## src/prbh_pkg.sv

```systemverilog
// Package with the shared constants, types and functions of the range header parser.
`timescale 1ns / 1ps
`default_nettype none

package prbh_pkg;

    localparam int FIELD_LIMIT_DEF = 31;
    localparam int SIZE_W = 63;
    localparam int VALUE_W = 64;
    localparam int ACC_W = 64;

    localparam logic [7:0] CHAR_NUL = 8'h00;
    localparam logic [7:0] CHAR_TAB = 8'h09;
    localparam logic [7:0] CHAR_CR = 8'h0D;
    localparam logic [7:0] CHAR_SPACE = 8'h20;
    localparam logic [7:0] CHAR_PLUS = 8'h2B;
    localparam logic [7:0] CHAR_DASH = 8'h2D;
    localparam logic [7:0] CHAR_ZERO = 8'h30;
    localparam logic [7:0] CHAR_NINE = 8'h39;
    localparam logic [7:0] CHAR_B = 8'h62;

    localparam logic [2:0] PREFIX_LEN = 3'd6;

    localparam logic [ACC_W-1:0] SIGN64 = {1'b1, {(ACC_W-1){1'b0}}};
    localparam logic [SIZE_W-1:0] MAX63 = {SIZE_W{1'b1}};

    typedef struct packed {
        logic found;
        logic negative;
        logic end_nonempty;
        logic [ACC_W-1:0] start_acc;
        logic [ACC_W-1:0] end_acc;
    } snap_t;

    // Characters of the "bytes=" prefix by position.
    function automatic logic [7:0] prefix_char(input logic [2:0] idx);
        logic [7:0] ch;
        case (idx)
            3'd0: ch = 8'h62;
            3'd1: ch = 8'h79;
            3'd2: ch = 8'h74;
            3'd3: ch = 8'h65;
            3'd4: ch = 8'h73;
            3'd5: ch = 8'h3D;
            default: ch = CHAR_NUL;
        endcase
        return ch;
    endfunction

    // One decimal digit into a magnitude that saturates at 2^63.
    function automatic logic [ACC_W-1:0] acc_step(input logic [ACC_W-1:0] acc,
                                                  input logic [3:0] digit);
        logic [ACC_W+3:0] sum;
        sum = {acc, 3'b000} + {2'b00, acc, 1'b0} + {{ACC_W{1'b0}}, digit};
        if (sum > {4'b0000, SIGN64}) begin
            return SIGN64;
        end
        return sum[ACC_W-1:0];
    endfunction

endpackage

`default_nettype wire

```

## src/parse_byte_range_header_unit.sv

```systemverilog
// Top level of the streaming parser for the value of an HTTP Range header.
//
// Header text enters one byte per transaction on the s_ channel; s_tlast marks the
// final byte of a header. For each header one result transaction leaves on the m_
// channel: range_found, satisfiable, start_offset and end_offset. The file size is
// written through the cfg_ channel; the user must do so only while no header is
// in flight, as the block itself does not enforce it.
// Throughput is one byte per cycle, with no gaps between headers, while s_tready is
// high. The last byte of a header is captured by the input register on acceptance;
// its result then passes through the end-of-header snapshot, the offset stage and
// the output register in turn.
//
// Reset clears the parse state, the file size and all valid flags. When the
// receiver stalls, the result waits in the output register while the input
// register, the parser and the offset stage keep taking bytes; s_tready falls
// only when a further completed header finds every later stage occupied.
`timescale 1ns / 1ps
`default_nettype none

module parse_byte_range_header_unit #(
    parameter int FIELD_LIMIT = prbh_pkg::FIELD_LIMIT_DEF
) (
    input  wire logic           aclk,
    input  wire logic           aresetn,
    input  wire logic           s_tvalid,
    output logic                s_tready,
    input  wire logic [7:0]     s_tdata,   // [7:0] header_byte
    input  wire logic           s_tlast,   // last_byte
    output logic                m_tvalid,
    input  wire logic           m_tready,
    output logic [135:0]        m_tdata,   // [0] range_found, [1] satisfiable,
                                           // [64:2] start_offset, [128:65] end_offset
    input  wire logic           cfg_valid,
    output logic                cfg_ready,
    input  wire logic [62:0]    cfg_data   // object_size
);

    logic                               in_valid_reg;
    logic [7:0]                         in_byte_reg;
    logic                               in_last_reg;
    logic                               byte_take;
    logic                               snap_valid;
    prbh_pkg::snap_t                    snap;
    logic [prbh_pkg::SIZE_W-1:0]        object_size_reg;
    logic                               val_valid_reg;
    logic                               val_found_reg;
    logic [prbh_pkg::SIZE_W-1:0]        val_start_reg, val_start_next;
    logic [prbh_pkg::VALUE_W-1:0]       val_end_reg, val_end_next;
    logic                               out_valid_reg;
    logic                               out_found_reg;
    logic                               out_sat_reg;
    logic                               out_sat_next;
    logic [prbh_pkg::SIZE_W-1:0]        out_start_reg;
    logic [prbh_pkg::VALUE_W-1:0]       out_end_reg;
    logic                               out_free, val_free, in_free;

    assign out_free = !out_valid_reg || m_tready;
    assign val_free = !val_valid_reg || out_free;
    assign in_free = !in_valid_reg || byte_take;
    assign s_tready = in_free;
    assign cfg_ready = 1'b1;

    prbh_parser #(
        .FIELD_LIMIT(FIELD_LIMIT)
    ) u_parser (
        .aclk      (aclk),
        .aresetn   (aresetn),
        .byte_valid(in_valid_reg),
        .byte_data (in_byte_reg),
        .byte_last (in_last_reg),
        .byte_take (byte_take),
        .snap_take (val_free),
        .snap_valid(snap_valid),
        .snap      (snap)
    );

    always_comb begin
        val_start_next = snap.start_acc[prbh_pkg::ACC_W-1] ? prbh_pkg::MAX63
                                                           : snap.start_acc[prbh_pkg::SIZE_W-1:0];
        if (!snap.end_nonempty) begin
            val_end_next = {1'b0, object_size_reg} - 64'd1;
        end else if (snap.negative) begin
            val_end_next = 64'd0 - snap.end_acc;
        end else if (snap.end_acc[prbh_pkg::ACC_W-1]) begin
            val_end_next = {1'b0, prbh_pkg::MAX63};
        end else begin
            val_end_next = snap.end_acc;
        end
        if (!snap.found) begin
            val_start_next = '0;
            val_end_next = '0;
        end
        out_sat_next = val_found_reg &&
                       ($signed({1'b0, val_start_reg}) <= $signed(val_end_reg)) &&
                       ($signed(val_end_reg) < $signed({1'b0, object_size_reg}));
    end

    always_ff @(posedge aclk) begin
        if (!aresetn) begin
            in_valid_reg <= 1'b0;
            val_valid_reg <= 1'b0;
            out_valid_reg <= 1'b0;
            object_size_reg <= '0;
        end else begin
            if (cfg_valid && cfg_ready) begin
                object_size_reg <= cfg_data;
            end
            if (in_free) begin
                in_valid_reg <= s_tvalid;
                in_byte_reg <= s_tdata;
                in_last_reg <= s_tlast;
            end
            if (val_free) begin
                val_valid_reg <= snap_valid;
                val_found_reg <= snap.found;
                val_start_reg <= val_start_next;
                val_end_reg <= val_end_next;
            end
            if (out_free) begin
                out_valid_reg <= val_valid_reg;
                out_found_reg <= val_found_reg;
                out_sat_reg <= out_sat_next;
                out_start_reg <= val_start_reg;
                out_end_reg <= val_end_reg;
            end
        end
    end

    assign m_tvalid = out_valid_reg;
    assign m_tdata = {7'b0000000, out_end_reg, out_start_reg, out_sat_reg, out_found_reg};

    a_sat_needs_found: assert property (@(posedge aclk) disable iff (!aresetn)
        m_tvalid |-> (out_found_reg || !out_sat_reg))
        else $error("satisfiable set without a range");

    a_no_range_zero: assert property (@(posedge aclk) disable iff (!aresetn)
        (m_tvalid && !out_found_reg) |-> (out_start_reg == '0 && out_end_reg == '0))
        else $error("offsets not zero when no range was found");

    a_result_from_value: assert property (@(posedge aclk) disable iff (!aresetn)
        $rose(m_tvalid) |-> $past(val_valid_reg))
        else $error("result appeared without a staged value");

endmodule

`default_nettype wire

```

## src/prbh_parser.sv

```systemverilog
// Per-byte parse state of the range header and the snapshot taken on the last byte.
`timescale 1ns / 1ps
`default_nettype none

module prbh_parser #(
    parameter int FIELD_LIMIT = prbh_pkg::FIELD_LIMIT_DEF
) (
    input  wire logic                aclk,
    input  wire logic                aresetn,
    input  wire logic                byte_valid,
    input  wire logic [7:0]          byte_data,
    input  wire logic                byte_last,
    output logic                     byte_take,
    input  wire logic                snap_take,
    output logic                     snap_valid,
    output prbh_pkg::snap_t          snap
);

    localparam int CNT_W = $clog2(FIELD_LIMIT + 1);
    localparam logic [CNT_W-1:0] CNT_LIMIT = CNT_W'(FIELD_LIMIT);

    typedef enum logic [1:0] {PH_PREFIX, PH_START, PH_END} phase_t;
    typedef enum logic [1:0] {NUM_SKIP, NUM_IN, NUM_STOP} num_t;

    phase_t                          phase_reg, phase_next;
    num_t                            stage_reg, stage_next, f_stage;
    logic [2:0]                      match_reg, match_next;
    logic [CNT_W-1:0]                cnt_reg, cnt_next;
    logic [prbh_pkg::ACC_W-1:0]      start_reg, start_next;
    logic [prbh_pkg::ACC_W-1:0]      end_reg, end_next;
    logic [prbh_pkg::ACC_W-1:0]      acc_sel, f_acc;
    logic                            neg_reg, neg_next, f_neg;
    logic                            nonempty_reg, nonempty_next;
    logic                            ended_reg, ended_next;
    logic                            snap_valid_reg;
    prbh_pkg::snap_t                 snap_reg;
    logic                            is_digit, is_space, is_sign;
    logic                            snap_free, go, close;

    assign snap_free = !snap_valid_reg || snap_take;
    assign go = byte_valid && (!byte_last || snap_free);
    assign close = go && byte_last;
    assign byte_take = go;
    assign snap_valid = snap_valid_reg;
    assign snap = snap_reg;

    always_comb begin
        is_digit = (byte_data >= prbh_pkg::CHAR_ZERO) && (byte_data <= prbh_pkg::CHAR_NINE);
        is_space = (byte_data == prbh_pkg::CHAR_SPACE) ||
                   ((byte_data >= prbh_pkg::CHAR_TAB) && (byte_data <= prbh_pkg::CHAR_CR));
        is_sign = (byte_data == prbh_pkg::CHAR_PLUS) || (byte_data == prbh_pkg::CHAR_DASH);
        acc_sel = (phase_reg == PH_END) ? end_reg : start_reg;
        f_stage = stage_reg;
        f_neg = neg_reg;
        f_acc = acc_sel;
        if ((stage_reg == NUM_SKIP) && is_space) begin
            f_stage = stage_reg;
        end else if ((stage_reg == NUM_SKIP) && is_sign) begin
            f_neg = (byte_data == prbh_pkg::CHAR_DASH);
            f_stage = NUM_IN;
        end else if (stage_reg == NUM_STOP) begin
            f_stage = stage_reg;
        end else if (!is_digit) begin
            f_stage = NUM_STOP;
        end else begin
            f_stage = NUM_IN;
            f_acc = prbh_pkg::acc_step(acc_sel, byte_data[3:0]);
        end
    end

    always_comb begin
        phase_next = phase_reg;
        stage_next = stage_reg;
        match_next = match_reg;
        cnt_next = cnt_reg;
        start_next = start_reg;
        end_next = end_reg;
        neg_next = neg_reg;
        nonempty_next = nonempty_reg;
        ended_next = ended_reg;
        if (ended_reg) begin
            ended_next = 1'b1;
        end else if (byte_data == prbh_pkg::CHAR_NUL) begin
            ended_next = 1'b1;
        end else begin
            case (phase_reg)
                PH_PREFIX: begin
                    if ((match_reg < prbh_pkg::PREFIX_LEN) &&
                        (byte_data == prbh_pkg::prefix_char(match_reg))) begin
                        match_next = match_reg + 3'd1;
                    end else begin
                        match_next = (byte_data == prbh_pkg::CHAR_B) ? 3'd1 : 3'd0;
                    end
                    if (match_next >= prbh_pkg::PREFIX_LEN) begin
                        phase_next = PH_START;
                        cnt_next = '0;
                        stage_next = NUM_SKIP;
                        neg_next = 1'b0;
                    end
                end
                PH_START: begin
                    if (byte_data == prbh_pkg::CHAR_DASH) begin
                        phase_next = PH_END;
                        cnt_next = '0;
                        stage_next = NUM_SKIP;
                        neg_next = 1'b0;
                    end else if (cnt_reg < CNT_LIMIT) begin
                        cnt_next = cnt_reg + 1'b1;
                        stage_next = f_stage;
                        neg_next = f_neg;
                        start_next = f_acc;
                    end
                end
                PH_END: begin
                    if (cnt_reg < CNT_LIMIT) begin
                        cnt_next = cnt_reg + 1'b1;
                        nonempty_next = 1'b1;
                        stage_next = f_stage;
                        neg_next = f_neg;
                        end_next = f_acc;
                    end
                end
                default: begin
                    phase_next = phase_reg;
                end
            endcase
        end
    end

    always_ff @(posedge aclk) begin
        if (!aresetn) begin
            phase_reg <= PH_PREFIX;
            stage_reg <= NUM_SKIP;
            match_reg <= '0;
            cnt_reg <= '0;
            start_reg <= '0;
            end_reg <= '0;
            neg_reg <= 1'b0;
            nonempty_reg <= 1'b0;
            ended_reg <= 1'b0;
            snap_valid_reg <= 1'b0;
        end else begin
            if (close) begin
                snap_valid_reg <= 1'b1;
            end else if (snap_valid_reg && snap_take) begin
                snap_valid_reg <= 1'b0;
            end
            if (close) begin
                snap_reg.found <= (phase_next == PH_END);
                snap_reg.negative <= neg_next;
                snap_reg.end_nonempty <= nonempty_next;
                snap_reg.start_acc <= start_next;
                snap_reg.end_acc <= end_next;
                phase_reg <= PH_PREFIX;
                stage_reg <= NUM_SKIP;
                match_reg <= '0;
                cnt_reg <= '0;
                start_reg <= '0;
                end_reg <= '0;
                neg_reg <= 1'b0;
                nonempty_reg <= 1'b0;
                ended_reg <= 1'b0;
            end else if (go) begin
                phase_reg <= phase_next;
                stage_reg <= stage_next;
                match_reg <= match_next;
                cnt_reg <= cnt_next;
                start_reg <= start_next;
                end_reg <= end_next;
                neg_reg <= neg_next;
                nonempty_reg <= nonempty_next;
                ended_reg <= ended_next;
            end
        end
    end

endmodule

`default_nettype wire

```

## config.mk

```make
export PLATFORM = sky130hd
export DESIGN_NAME = parse_byte_range_header_unit
export DESIGN_NICKNAME = d
export VERILOG_FILES = /design/src/prbh_pkg.sv /design/src/parse_byte_range_header_unit.sv /design/src/prbh_parser.sv
export SDC_FILE = /design/constraint.sdc
export NUM_CORES = 2
export LEC_CHECK = 0
export ABC_AREA = 1
export BUFFER_PORTS_ARGS = -buffer_cell sky130_fd_sc_hd__buf_2
export CAP_MARGIN = 20
export CORE_MARGIN = 4
export CORE_UTILIZATION = 55
export DETAILED_ROUTE_END_ITERATION = 10
export PLACE_DENSITY_LB_ADDON = 0.08
export SYNTH_ARGS = -nofsm -noshare
export SYNTH_HDL_FRONTEND = slang
export SYNTH_SLANG_ARGS = --single-unit
```

## constraint.sdc

```tcl
create_clock -name aclk -period 7.1 [get_ports aclk]
set_input_delay 0.355 -clock aclk [delete_from_list [all_inputs] [get_ports aclk]]
set_output_delay 0.355 -clock aclk [all_outputs]
set_load 0.01 [all_outputs]
```

== Word-level counts from Yosys, hierarchy flattened ==
Index checks and enable logic that the tools add are counted.

* Output and inout bits: 139
* Register bits after elaboration: 607
* Word-level logic and storage cells: 164
* Bits of input ports: 77

* Reduce and logical (&&, ||, !) cells: 35
* $add $sub $neg: 6
* Equal/unequal tests: 15
* Bitwise logic cells: 3
* Mux-type cells: 67
* Magnitude comparators: 10

{| class="wikitable"
|+ Operator list
! cell !! count
|-
| 2-to-1 mux 64 bit || 18
|-
| 2-to-1 mux 63 bit || 2
|-
| adder 67 x 65 -> 68 bit || 1
|-
| adder 68 x 4 -> 68 bit || 1
|-
| > comparator 68 x 64 -> 1 bit, second input constant || 1
|-
| <= comparator 64 bit || 1
|-
| less-than comparator 64 bit || 1
|-
| subtractor 1 x 64 -> 64 bit, first input constant || 1
|-
| subtractor 63 x 1 -> 64 bit, second input constant || 1
|-
| one-hot mux 7 bit (6 select lines) || 1
|-
| == test 8 x 6 -> 1 bit, second input constant || 3
|-
| 2-to-1 mux 8 bit || 3
|-
| 2-to-1 mux 2 bit || 11
|-
| 2-to-1 mux 1 bit || 21
|-
| 2-to-1 mux 5 bit || 3
|-
| one-hot mux 5 bit (3 select lines) || 1
|-
| 2-to-1 mux 3 bit || 4
|-
| logical AND 1 bit || 10
|-
| == test 8 x 7 -> 1 bit, second input constant || 1
|-
| == test 8 bit || 1
|-
| >= comparator 8 x 4 -> 1 bit, second input constant || 1
|-
| >= comparator 8 x 6 -> 1 bit, second input constant || 1
|-
| <= comparator 8 x 4 -> 1 bit, second input constant || 1
|-
| <= comparator 8 x 6 -> 1 bit, second input constant || 1
|-
| 26 further kinds || 46
|}

== Depth between registers and ports, before layout ==
* Word-level depth: 20
* Gate-level depth with buffers: 33
* Mapped depth without buffers: 29

== By module ==
A second synthesis with hierarchy kept.

* Cell total of the unflattened synthesis: 5521
* Area, all modules: 40705.3 sq um

{| class="wikitable"
|+ Modules (own cells, without submodules)
! module !! instances !! area each (sq um) !! cells an instance !! sequential area each (sq um)
|-
| prbh_parser || 1 || 21444.3 || 3227 || 6816.5
|-
| parse_byte_range_header_unit || 1 || 19261.0 || 2294 || 9308.9
|}

== Worst setup path before layout ==
Ideal clock, no wire load.

* Kind: reg2reg
* From: register out_valid_reg, in the netlist m_tvalid
* To: register u_parser.snap_reg, in the netlist u_parser.snap[0] (enable)
* Clock period less this slack: 7149 ps
* Buffers on the path: 0
* Data arrival time: 6526 ps
* Data required time: 6476 ps
* Path slack: -49 ps
* Library setup time: 624 ps
* Stages on the path, launching flop included: 12
* Cell sequence: dfxtp_1 -> inv_1 -> nor2_1 -> inv_1 -> nor2_1 -> inv_1 -> nor2_1 -> nand2_1 -> nand2_1 -> inv_1 -> nand2_1 -> nor2_1

* Word-level cells in the longest chain between the ends: 8

{| class="wikitable"
|+ RTL lines
! element !! line !! RTL
|-
| from (decl) || parse_byte_range_header_unit.sv:49 || <nowiki>logic out_valid_reg;</nowiki>
|-
| from (signal assigned) || parse_byte_range_header_unit.sv:120 || <nowiki>out_valid_reg <= val_valid_reg;</nowiki>
|-
| zero test 1 bit || parse_byte_range_header_unit.sv:57 || <nowiki>assign out_free = !out_valid_reg || m_tready;</nowiki>
|-
| logical OR 1 bit || parse_byte_range_header_unit.sv:57 ||
|-
| logical OR 1 bit || parse_byte_range_header_unit.sv:58 || <nowiki>assign val_free = !val_valid_reg || out_free;</nowiki>
|-
| logical OR 1 bit || prbh_parser.sv:40 || <nowiki>assign snap_free = !snap_valid_reg || snap_take;</nowiki>
|-
| logical OR 1 bit || prbh_parser.sv:41 || <nowiki>assign go = byte_valid && (!byte_last || snap_free);</nowiki>
|-
| logical AND 1 bit || prbh_parser.sv:41 ||
|-
| logical AND 1 bit || prbh_parser.sv:42 || <nowiki>assign close = go && byte_last;</nowiki>
|-
| AND reduction 2 bit (no line) || -- ||
|-
| to (decl) || prbh_parser.sv:36 || <nowiki>prbh_pkg::snap_t snap_reg;</nowiki>
|}

Every way passes these cells.
A chain may end at the register's enable or synchronous reset.

== Worst setup path after layout ==
* From: register u_parser.phase_reg[1]
* To: register u_parser.start_reg[53] (netlist name)

* Word-level cells in the longest chain between the ends: 20
* Elaborated cells on any way between the ends: 21
* Those cells by class: add/sub: 2; order compare: 1; eq/ne: 2; mux: 16

{| class="wikitable"
|+ RTL lines
! element !! line !! RTL
|-
| from (decl) || prbh_parser.sv:25 || <nowiki>phase_t phase_reg, phase_next;</nowiki>
|-
| from (signal assigned) || prbh_parser.sv:164 || <nowiki>phase_reg <= phase_next;</nowiki>
|-
| == test 2 bit || prbh_parser.sv:52 || <nowiki>acc_sel = (phase_reg == PH_END) ? end_reg : start_reg;</nowiki>
|-
| 2-to-1 mux 64 bit || prbh_parser.sv:52 ||
|-
| adder 67 x 65 -> 68 bit || prbh_pkg.sv:54 || <nowiki>sum = {acc, 3'b000} + {2'b00, acc, 1'b0} + {{ACC_W{1'b0}}, digit};</nowiki>
|-
| adder 68 x 4 -> 68 bit || prbh_pkg.sv:54 ||
|-
| > comparator 68 x 64 -> 1 bit || prbh_pkg.sv:55 || <nowiki>if (sum > {4'b0000, SIGN64}) begin</nowiki>
|-
| 2-to-1 mux 1 bit || prbh_pkg.sv:55 ||
|-
| 2-to-1 mux 1 bit || prbh_parser.sv:63 || <nowiki>end else if (!is_digit) begin</nowiki>
|-
| 2-to-1 mux 1 bit || prbh_parser.sv:61 || <nowiki>end else if (stage_reg == NUM_STOP) begin</nowiki>
|-
| [4 not listed] || -- ||
|-
| 2-to-1 mux 64 bit || prbh_parser.sv:61 ||
|-
| 2-to-1 mux 64 bit || prbh_parser.sv:58 || <nowiki>end else if ((stage_reg == NUM_SKIP) && is_sign) begin</nowiki>
|-
| 2-to-1 mux 64 bit || prbh_parser.sv:56 || <nowiki>if ((stage_reg == NUM_SKIP) && is_space) begin</nowiki>
|-
| 2-to-1 mux 64 bit || prbh_parser.sv:107 || <nowiki>end else if (cnt_reg < CNT_LIMIT) begin</nowiki>
|-
| 2-to-1 mux 64 bit || prbh_parser.sv:102 || <nowiki>if (byte_data == prbh_pkg::CHAR_DASH) begin</nowiki>
|-
| 2-to-1 mux 64 bit * || prbh_parser.sv:86 || <nowiki>case (phase_reg)</nowiki>
|-
| 2-to-1 mux 64 bit * || prbh_parser.sv:83 || <nowiki>end else if (byte_data == prbh_pkg::CHAR_NUL) begin</nowiki>
|-
| 2-to-1 mux 64 bit * || prbh_parser.sv:81 || <nowiki>if (ended_reg) begin</nowiki>
|-
| to (signal assigned) || prbh_parser.sv:168 || <nowiki>start_reg <= start_next;</nowiki>
|-
| to (decl) || prbh_parser.sv:29 || <nowiki>logic [prbh_pkg::ACC_W-1:0] start_reg, start_next;</nowiki>
|}

Every way passes the cells marked *; elsewhere a longest branch is shown, timed or not. The select of a mux whose other input is x is not followed.

==> results summary <==
The count of final max-slew check failures is 0. The register bit count reported by yosys is 607. The starting density of the core came out at 55.4%. The first-pass iteration count of the detailed router came out at 6. The die covers 74,700 µm².

The synthesized design contains 397 enable-type register cells. The area occupied by registers is 16,100 µm². The largest net degree at the start of global routing is 132. The transition time at the pin with the least slew margin is 1080 ps. The Yosys warning count is 0.

The critical path in this run is classified as register to register. The register with the most flip-flops in the layout has 131 of them. The required time of the critical path came out at 7620 ps. The top flip-flop cell by instance count after synthesis is sky130_fd_sc_hd__edfxtp_1. The switching share of power is 27.2%. In this run the power density over the cells is 212 nW/µm². The number of fill cells is 6,418. The clock period minus worst slack came out at 5900 ps. The final critical-path share of the clock period came out at 83.0%. sky130_fd_sc_hd__edfxtp_1 takes more of the synthesized area than any other cell.

The startpoint kind of the worst setup timing path is a register. The final sum of negative setup slack is 0 ps. The half-perimeter wire length after detailed placement is 87.5 mm. A synthesized cell averages 7.50 µm². The share of the yosys chip area belonging to registers came out at 41.7%. The via count of the first global-routing pass came to 31,600. The initial antenna violation count came out at 0.

The fraction of post-synthesis cell area in the top cell type by area came out at 30.8%. The number of clock buffers inserted by TritonCTS came out at 69. The family of cells with the greatest summed delay on the critical path is simple AND/OR/NAND/NOR gates. The maximum single-stage delay on the critical path came out at 660 ps. Setup repair after global routing left no endpoint under its margin. The flow ran to the end, and the final reports show no timing, DRC or antenna violations. The most common cell in the netlist is sky130_fd_sc_hd__nand2_1.

The total internal power came out at 6660 µW. TritonCTS built the clock tree. The DRC violation count after routing is 0. After synthesis, the cell types taking the most area are sky130_fd_sc_hd__edfxtp_1 31%, sky130_fd_sc_hd__nand2_1 11%, sky130_fd_sc_hd__dfxtp_1 11%. The maximum clock rate came out at 0.170 GHz.

Among all stages on the critical path, the largest delay is contributed by sky130_fd_sc_hd__nor2_4. The clock slew at the register clock pins of the worst setup and hold paths is 60 ps. The adder and majority cell fraction of the synthesized area came out at 8.60%. The final RePlAce weighted congestion came out at 1.01.

In the final routed layout, each cell accounts on average for 18.3 µm. The total overflow left after global routing is 0. For the final database, setup skew stands at 41.8 ps.

Relative to the synthesized area, the layout overhead comes to 11.4%. Setup violations remaining at the end of the flow were counted as 0. The fraction of power consumed by combinational cells is 14.0%.

The number of failing hold endpoints at the final stage came out at 0. The max capacitance violation total is 0. The wire length of the first global-routing pass came out at 178 mm. The via count came out at 34,700. The switching power total is 2480 µW.

The final routed wirelength across all metal layers is 116 mm. The boundary pin count came out at 216. By area, the combinational part of the netlist is dominated by simple AND/OR/NAND/NOR gates.

The maximum clock insertion buffer count is 3. Clock latency on the worst-skew pair, taken at its later pin, is 610 ps. CTS saw 607 sinks. The final design area excluding fillers came out at 43,100 µm².

The number of distinct standard cells referenced by the synthesized netlist is 63. The hold slack is 42.3 ps. The synthesized netlist devotes 13.0% of its cell area to compound gates. The register share of total power came out at 44.2%. The chip width came out at 273 µm. In this run the clock root is driven by a sky130_fd_sc_hd__clkbuf_16. The count of inserted antenna diode cells came out at 0. Summing all placed instances gives a cell area of 40,600 µm². Post-CTS timing repair inserted 0 buffers for setup. The total number of nets in the final design came out at 5,652. The number of port buffers is 207. The type of destination of the critical path is a register. The via density per instance is 5.50. The share of flip-flops with an asynchronous set or reset came out at 0%. The simple-gate area share of the yosys netlist came out at 24.8%.

The share of power burned in the clock network came out at 41.9%. The highest net fanout along the worst path is 48. After synthesis, the share of cell area in mux cells is 0.0517%.

The mapped netlist covers 38,700 µm². After the first detailed-routing iteration, the DRC count stood at 3,551. The analysis attributes to cell leakage a power of 0.0208 µW. In this run the vertical extent of the chip is 273 µm. The class of the tightest hold or removal check is primary input to register. STA puts the critical path data arrival time at 6410 ps. The area of the core is 69,900 µm². After floorplanning, the core was divided into 97 placement rows.

The post-route antenna net violation count came out at 0. The relative max-transition margin is 28.0%. The commonest cells after synthesis are 1,154 x sky130_fd_sc_hd__nand2_1, 901 x sky130_fd_sc_hd__inv_1, 510 x sky130_fd_sc_hd__nor2_1.

In the final layout, the share of cells above drive strength 1 is 8.33%. The maximum level of the CTS H-tree came out at 3. The maximum resistive drop on vdd is 0.241 mV. The combined buffer and inverter count along the critical path is 4. Of the total synthesized cell area, the portion taken by XOR and XNOR cells is 1.06%. Traced cell by cell, the critical path runs through ha_4 -> buf_12 -> o21ai_0 -> fa_1 -> inv_1 -> fa_1 -> inv_1 -> nand3_1 -> nand2_1 -> nand2_1 -> nand2_1 -> nand2_1 -> nand2_1 -> nand3_1 -> nand3_1 -> nand3_1 -> nand3b_1 -> nand4_1 -> nor2_4 -> buf_4 -> nand3_1 -> nand3_1 -> nand2_1 -> a21oi_1.

The aggregate global-route resource usage is 30.2%. The number of standard cells after synthesis came out at 5,162. The worst register-to-register path has a setup slack of 1200 ps. In the final layout, the multi-input gates occupy 18,500 µm².
-- logic make-up (layout without fill, tap and decap cells) --
group	Yosys count	in the layout
mux	2	2
flops	607	607
buf+inv	1089	1288
simple gates	2234	2234
fa+ha+maj	265	265
other cells	2	8
compound gates	916	916
xor+xnor	47	47
-- area by class of cell --
class                           instances  share of cell area, %
Multi-Input combinational cell       3472                   42.8
Inverter                              908                   7.92
Clock buffer                           90                   4.53
Clock inverter                         38                   1.14
Timing Repair Buffer                  252                   3.45
Tap cell                              940                   2.73
Sequential cell                       607                   37.4
-- power groups by stage --
| stage | clock [µW] | combinational (µW) | sequential (µW) |
|---|---|---|---|
| 2_1_floorplan | 0 | 859 | 4100 |
| 3_3_place_gp | 0 | 1230 | 4110 |
| 3_5_place_dp | 0 | 1250 | 4110 |
| 4_1_cts | 3870 | 1260 | 4030 |
| 5_1_grt | 4030 | 1430 | 4050 |
| 6_report | 3830 | 1280 | 4040 |
-- placed cells by master (no fill, tap or decap), types with 11 or more instances in the layout --
cell and count:
sky130_fd_sc_hd__a221oi_1 13, sky130_fd_sc_hd__clkbuf_1 12, sky130_fd_sc_hd__clkbuf_16 74, sky130_fd_sc_hd__buf_2 207
sky130_fd_sc_hd__nand3_1 308, sky130_fd_sc_hd__nand2_1 1154, sky130_fd_sc_hd__nor2_1 507, sky130_fd_sc_hd__clkinv_1 11
sky130_fd_sc_hd__nor4_1 29, sky130_fd_sc_hd__o21ai_0 392, sky130_fd_sc_hd__xor2_1 40, sky130_fd_sc_hd__buf_4 28
sky130_fd_sc_hd__a21oi_1 357, sky130_fd_sc_hd__nand3_2 42, sky130_fd_sc_hd__inv_1 897, sky130_fd_sc_hd__nor3_1 61
sky130_fd_sc_hd__clkinv_2 11, sky130_fd_sc_hd__dfxtp_1 210, sky130_fd_sc_hd__nand4_1 58, sky130_fd_sc_hd__nor2_2 14
sky130_fd_sc_hd__a31oi_1 13, sky130_fd_sc_hd__o211ai_1 62, sky130_fd_sc_hd__a211oi_1 22, sky130_fd_sc_hd__edfxtp_1 397
sky130_fd_sc_hd__ha_1 262, sky130_fd_sc_hd__nand3b_1 22
-- worst reg2reg max path, cell delays in order (launching register included) --
cell	delay, ps
sky130_fd_sc_hd__dfxtp_1	480
sky130_fd_sc_hd__ha_4	530
sky130_fd_sc_hd__buf_12	310
sky130_fd_sc_hd__o21ai_0	240
sky130_fd_sc_hd__fa_1	570
sky130_fd_sc_hd__inv_1	70
sky130_fd_sc_hd__fa_1	460
sky130_fd_sc_hd__inv_1	70
sky130_fd_sc_hd__nand3_1	120
sky130_fd_sc_hd__nand2_1	150
sky130_fd_sc_hd__nand2_1	80
sky130_fd_sc_hd__nand2_1	130
sky130_fd_sc_hd__nand2_1	90
sky130_fd_sc_hd__nand2_1	150
sky130_fd_sc_hd__nand3_1	160
sky130_fd_sc_hd__nand3_1	150
sky130_fd_sc_hd__nand3_1	140
sky130_fd_sc_hd__nand3b_1	120
sky130_fd_sc_hd__nand4_1	150
sky130_fd_sc_hd__nor2_4	660
sky130_fd_sc_hd__buf_4	330
sky130_fd_sc_hd__nand3_1	260
sky130_fd_sc_hd__nand3_1	170
sky130_fd_sc_hd__nand2_1	100
sky130_fd_sc_hd__a21oi_1	150
-- routing by layer --
layer  global-route usage [%]  vias to the layer above  part of all wire, %
met5                        0                        -                    0
met4                     8.10                        0                  2.4
met3                     4.36                      156                  8.7
met2                     44.7                     1396                   42
met1                     46.2                    15900                   47
li1                         -                    17300                    -
-- path summary, 6_finish.rpt --
kind         cells past startpoint                      to                   from
max                             24  u_parser.start_reg[53]  u_parser.phase_reg[1]
min                              3     object_size_reg[48]           cfg_data[48]
min reg2reg                      0       out_start_reg[47]      val_start_reg[47]
max reg2reg                     24  u_parser.start_reg[53]  u_parser.phase_reg[1]
-- per-stage QoR --
stage	worst slack [ps]	instances	util, %	total power [µW]
2_1_floorplan	365	5168	-	4960
3_3_place_gp	1330	6169	58.0	5340
3_5_place_dp	1300	6169	58.0	5360
4_1_cts	1240	6307	61.7	9160
5_1_grt	741	6307	61.7	9510
6_report	1200	6307	61.7	9140
-- what timing repair did --
| action | in CTS | in global routing |
|---|---|---|
| endpoints found under the hold margin | 10 | 0 |
| hold buffers | 10 | 0 |
| resized for setup | 0 | 0 |
| endpoints found under the setup margin | 0 | 0 |
Note: power is estimated with default switching activity, not from simulation.
